## config.mk

```make
export PLATFORM = sky130hd
export DESIGN_NAME = pcx_mac
export DESIGN_NICKNAME = d
export VERILOG_FILES = /design/src/hdl/pcx_pkg.sv /design/src/hdl/pcx_mac.sv
export SDC_FILE = /design/constraint.sdc
export NUM_CORES = 2
export LEC_CHECK = 0
export BUFFER_PORTS_ARGS = -buffer_cell sky130_fd_sc_hd__buf_2
export CAP_MARGIN = 20
export CORE_MARGIN = 8
export CORE_UTILIZATION = 25
export DETAILED_ROUTE_END_ITERATION = 7
export SYNTH_ARGS = -nofsm -noshare
export SYNTH_HDL_FRONTEND = slang
export SYNTH_SLANG_ARGS = --single-unit
```

## constraint.sdc

```tcl
create_clock -name i_clk -period 10.44 [get_ports i_clk]
set_input_delay 0.522 -clock i_clk [delete_from_list [all_inputs] [get_ports i_clk]]
set_output_delay 0.522 -clock i_clk [all_outputs]
set_load 0.005 [all_outputs]
```

## src/hdl/pcx_pkg.sv

```systemverilog
// Shared types and constants for the plane crossing trigger bank.
package pcx_pkg;

    // Default sizes of the entry table and of one coordinate.
    localparam int MAX_SWITCHES_DEF = 16;
    localparam int COORD_BITS_DEF   = 32;

    // Operand width of the shared multiplier: a coordinate difference or a 32-bit square.
    localparam int MUL_W = 33;
    localparam int SH_W  = 6;

    // Request kinds.
    localparam logic [1:0] REQ_UPDATE  = 2'd0;
    localparam logic [1:0] REQ_VECTOR  = 2'd1;
    localparam logic [1:0] REQ_CAMERAS = 2'd2;
    localparam logic [1:0] REQ_RESTART = 2'd3;

    // Configuration register indexes.
    localparam logic CFG_ACTIVE = 1'b0;
    localparam logic CFG_HYST   = 1'b1;

    // Side codes held per entry.
    localparam logic [1:0] SIDE_NONE  = 2'd0;
    localparam logic [1:0] SIDE_PLUS  = 2'd1;
    localparam logic [1:0] SIDE_MINUS = 2'd2;

    localparam logic [15:0] HYST_RESET = 16'd7864;
    localparam logic [8:0]  CAM_NONE   = 9'h1FF;

    // Command from the sequencer to the multiply-accumulate unit.
    typedef struct packed {
        logic            start;
        logic            clear;
        logic            sub;
        logic [SH_W-1:0] shift;
    } t_mac_cmd;

endpackage

```

## src/hdl/pcx_mac.sv

```systemverilog
// Shared signed multiply-accumulate unit with a registered product stage.
module pcx_mac import pcx_pkg::*; #(
    parameter int ACC_W = 100
) (
    input  logic                    i_clk,
    input  logic                    i_rst_n,
    input  t_mac_cmd                i_cmd,
    input  logic signed [MUL_W-1:0] i_a,
    input  logic signed [MUL_W-1:0] i_b,
    output logic signed [ACC_W-1:0] o_acc
);

    t_mac_cmd                  r_cmd;
    logic signed [2*MUL_W-1:0] r_prod;
    logic signed [ACC_W-1:0]   r_acc;
    logic signed [ACC_W-1:0]   term;

    // The product is sign-extended, then weighted by the requested power of two.
    assign term  = ACC_W'(r_prod) <<< r_cmd.shift;
    assign o_acc = r_acc;

    always_ff @(posedge i_clk) begin
        if (!i_rst_n) begin
            r_cmd <= '0;
        end else begin
            r_cmd <= i_cmd;
        end
        r_prod <= i_a * i_b;
        if (r_cmd.start) begin
            if (r_cmd.clear) begin
                r_acc <= r_cmd.sub ? -term : term;
            end else begin
                r_acc <= r_cmd.sub ? r_acc - term : r_acc + term;
            end
        end
    end

endmodule

```

### Yosys cells after proc, flatten, opt, wreduce, memory -nomap -nowiden

Cells that the tools add are included.

| storage, ports and cells | value |
|---|---|
| logic and storage cells | 14 |
| register bits | 175 |
| output and inout bits | 100 |
| input port bits | 77 |

| cells by class | value |
|---|---|
| multiply operators | 1 |
| add/sub/neg operators | 3 |
| shift-type cells | 1 |
| muxes and demuxes | 3 |

Operators by type and width:

| cell | count |
|---|---|
| 100-bit two-way mux | 3 |
| 100-bit adder | 1 |
| 100-bit negation | 1 |
| 66-bit by 6-bit <<< shifter with 100-bit output | 1 |
| 100-bit subtractor | 1 |
| 33-bit by 33-bit multiplier with 66-bit output | 1 |

### Depth between registers and ports, before layout

| logic depth | value |
|---|---|
| word-level depth | 4 |
| mapped depth | 36 |
| gate-level depth less buffers | 31 |

### Least setup slack after synthesis

Ideal clock, no wire load.

| timing path | value |
|---|---|
| path kind | input-to-reg |
| start | input i_a[32] |
| end | register r_prod[65] |
| path slack | 2,095 ps |
| data arrival time | 8,273 ps |
| required time | 10,368 ps |
| stages | 28 |
| setup time | 72 ps |
| buffers on the path | 1 |
| path through | clkbuf_1 nand2_1 inv_1 fa_1 fa_1 fa_1 inv_1 fa_1 inv_1 fa_1 fa_1 fa_1 inv_1 fa_1 inv_1 ha_1 a21o_1 a21o_1 a21o_1 a21o_1 a21o_1 a21oi_1 nor2_1 a311o_1 nor2_1 o21ai_0 a21oi_1 xnor2_1 |

| between the ends | value |
|---|---|
| word-level cells in the longest chain between the ends | 1 |

Ends and longest elaborated chain:

| item | line | source |
|---|---|---|
| from (decl) | pcx_mac.sv:8 | `input logic signed [MUL_W-1:0] i_a,` |
| 33-bit by 33-bit multiplier with 66-bit output | pcx_mac.sv:28 | `r_prod <= i_a * i_b;` |
| to (signal assigned) | pcx_mac.sv:28 |  |
| to (decl) | pcx_mac.sv:14 | `logic signed [2*MUL_W-1:0] r_prod;` |

No other way between the ends.
A chain may end at the register's enable or synchronous reset.

### Worst setup path in the final report

| timing path | value |
|---|---|
| start | register r_cmd[1] (netlist name) |
| end | register r_acc[99], in the netlist o_acc[99] (data pin) |

| between the ends | value |
|---|---|
| word-level cells in the longest chain between the ends | 4 |
| elaborated cells on any way between the ends | 7 |
| classes of those cells | 3 x add/sub; 1 x shift; 3 x mux |

Ends and longest elaborated chain:

| item | line | source |
|---|---|---|
| from (decl) | pcx_mac.sv:13 | `t_mac_cmd r_cmd;` |
| from (signal assigned) | pcx_mac.sv:26 | `r_cmd <= i_cmd;` |
| 66-bit by 6-bit <<< shifter with 100-bit output * | pcx_mac.sv:19 | `assign term = ACC_W'(r_prod) <<< r_cmd.shift;` |
| 100-bit adder, or another cell as far along | pcx_mac.sv:33 | `r_acc <= r_cmd.sub ? r_acc - term : r_acc + term;` |
| 100-bit two-way mux (on tied branches) | pcx_mac.sv:33, pcx_mac.sv:31 |  |
| 100-bit two-way mux * | pcx_mac.sv:30 | `if (r_cmd.clear) begin` |
| to (signal assigned) | pcx_mac.sv:31 | `r_acc <= r_cmd.sub ? -term : term;` |
| to (signal assigned) | pcx_mac.sv:33 |  |
| to (decl) | pcx_mac.sv:15 | `logic signed [ACC_W-1:0] r_acc;` |

Mark *: on every way between the ends. The rest lies on a longest branch, timed or not.

==> results_dict.tcl <==
set metrics [dict create \
    status "complete, no violations" \
    grt.overflow.total 0 \
    clkTransAtPathRegs_ps 90 \
    synth_top_cell_by_area "fa_1" \
    first_global_vias 52023 \
    nets 8332 \
    hold_viol 0 \
    wirelength_um 209000 \
    hp-class "in -> reg" \
    detail_route.vias_per_cell 4.91 \
    area_growth_pct 7.03 \
    drt_iter0_drc 4831 \
    grt_max_degree 104 \
    core-area_mm2 0.245 \
    grt.met1_usage 0.225 \
    fin_crit_sh 0.872 \
    cts_buffers 17 \
    min_from "i_cmd[4]" \
    final.setup.tns_ps 0 \
    synth_area_mm2 0.0614 \
    synth_area_leaders "fa_1, inv_1, ha_1" \
    cp-start-kind "flop" \
    htree_levels 4 \
    die_y_um 512 \
    place_hpwl_um 169000 \
    synth_area_per_cell_um2 8.86 \
    drc 0 \
    min_period_ps 9110 \
    cts_root_buf "clkbuf_16" \
    fmax_ghz 0.110 \
    critPathRequiredTime_ps 10710 \
    rr_startpoint "r_cmd[1]" \
    seq_area_frac_synth 0.0734 \
    met3_usage 0.0346 \
    critPathSlowestCell "dfxtp_4" \
    die-area_mm2 0.262 \
    grt_usage 0.156 \
    synthCells 6932 \
    slew_viol_final 0 \
    drt_pass1_iterations 6 \
    ys_ff_latch 175 \
    fin_util 0.268 \
    io_buffer_count 176 \
    setup_viol 0 \
    start_util 0.251 \
    synth_top_area_frac 0.374 \
    setup_ws_ps 1330 \
    synth_edf_count 100 \
    setup.worst_path.start "r_cmd[1]" \
    cpMostUsedCell "buf_4" \
    fin_area_mm2 0.0657 \
    via_count 49247 \
    gr-usage-met2 0.234 \
    cp.arrival_ps 9380 \
    drive_gt1_frac 0.0720 \
    insertion_delay_ps 520 \
    num_rows 182 \
    grt_pass1_wl_um 319000 \
    cts.sinks 175 \
    synth_flop_cell "edfxtp_1" \
    cts_resized 0 \
    ctsHoldBuffers 0 \
    critPathMaxFanout 64 \
    slew-limit-headroom 0.260 \
    post_cts_buffers 0 \
    max_stage_delay_ps 880 \
    tightestPinTransition_ps 1110 \
    place_ws_ps 1250 \
    synth.distinct_cells 109 \
    syn_nets 8472 \
    post_drt_wl_per_cell_um 20.8 \
    crit_path_end_kind "flop" \
    skew_ps 24.6 \
    crit_type "reg -> reg" \
    top_usage_layer "met2" \
    async_flop_share 0 \
    pin_count 177 \
    ant_nets 0 \
    yosys_warnings 0 \
    place_area_mm2 0.0651 \
    die_w_um 512 \
    grt_setup_unrepaired "no" \
    gp_congestion 0.938 \
    cts_tree "yes" \
    clockBufferDepth 2 \
    antenna_found_initial 28 \
    maxCapViolCount 0 \
]
==> cell usage in the layout (no fill, tap or decap), types with 14 or more instances in the layout <==
master and instances:
a31oi_1 45, buf_2 176, o21ai_1 18, fa_1 1146
nor2b_1 14, ha_1 317, nor3_1 65, and3_1 30
nand3_1 52, a21o_1 128, dfxtp_1 66, a221oi_1 14
inv_1 1211, clkbuf_16 18, xor2_1 105, o31ai_1 21
buf_4 62, edfxtp_1 100, nand2b_1 36, mux2i_1 124
xnor2_1 235, nor2_1 311, o21a_1 27, mux2_2 63
nand2_1 786, o21ai_0 223, or2_2 15, o21bai_1 26
o22ai_1 32, nand4_1 47, and2_1 591, mux4_2 92
or3_1 19, a21oi_1 315
==> routing by layer <==
| layer | part of all wire | vias up |
|---|---|---|
| met5 | 0.000062 | - |
| met4 | 0.030 | 2 |
| met3 | 0.088 | 342 |
| met2 | 0.42 | 2202 |
| met1 | 0.46 | 25003 |
| li1 | - | 21698 |
==> worst paths after layout <==
kind	slack, ps	to	cells after the start
max	1330	o_acc[99]	28
min	220	r_cmd[4]	2
max reg2reg	1330	o_acc[99]	28
min reg2reg	650	o_acc[40]	1
==> cells in the mapped netlist (15+ instances only) <==
cell and number:
dfxtp_1 75, or3_1 19, o22ai_1 32, and2_1 591
a31oi_1 45, and3_1 30, a21o_1 128, nand4_1 47
nand2_1 786, mux4_2 92, buf_2 34, clkbuf_1 315
o21ai_0 223, nor2_1 311, or2_2 15, mux2_2 63
ha_1 317, a21oi_1 315, fa_1 1146, xnor2_1 235
nand3_1 52, o21a_1 27, nor3_1 65, inv_1 1212
edfxtp_1 100, nand2b_1 36, o31ai_1 21, o21bai_1 26
buf_1 26, mux2i_1 124, o21ai_1 18, xor2_1 105
==> sequential cells by signal (all words and copies together) (netlist names) <==
| register | cells |
|---|---|
| o_acc | 100 |
| r_prod | 66 |
| r_cmd | 9 |
==> metrics by stage <==
step	hold slack (ps)	std cells
2_1_floorplan	644	6932
3_3_place_gp	650	9992
3_5_place_dp	655	9992
4_1_cts	175	10024
5_1_grt	193	10027
6_report	219	10030
==> worst max-delay path: cells and delay by family, from the launching register on <==
family	cells	cell delay, ps
buffers and inverters	3	1120
AO/OA/AOI/OAI	7	1560
XOR/XNOR	2	390
adder cells (fa/ha/maj)	1	470
AND/OR/NAND/NOR	13	3750
multiplexers	2	660
flip-flops	1	880
==> area by class of cell <==
cell class,instances,area (µm²)
multi-input cells,5142,50600
inverters,1217,4570
well taps,3220,4030
flip-flops and latches,175,4530
fillers,26395,179000
clock buffers,19,433
clock inverters,13,139
diodes,5,12.5
repair buffers,239,1370
==> logic make-up (layout without fill, tap and decap cells) <==
logic type / count (synthesis) / count (layout) / synth area share
multiplexers: 295 / 295 / 0.0699
other: 0 / 5 / 0
adder cells (fa/ha/maj): 1463 / 1463 / 0.438
AO/OA/AOI/OAI: 1020 / 1020 / 0.105
XOR/XNOR: 340 / 340 / 0.0485
flip-flops: 175 / 175 / 0.0734
buffers and inverters: 1615 / 1488 / 0.102
AND/OR/NAND/NOR: 2024 / 2024 / 0.163
Power is not shown: default switching activity piles up to over one toggle a cycle in this logic, so the estimate is an artifact.
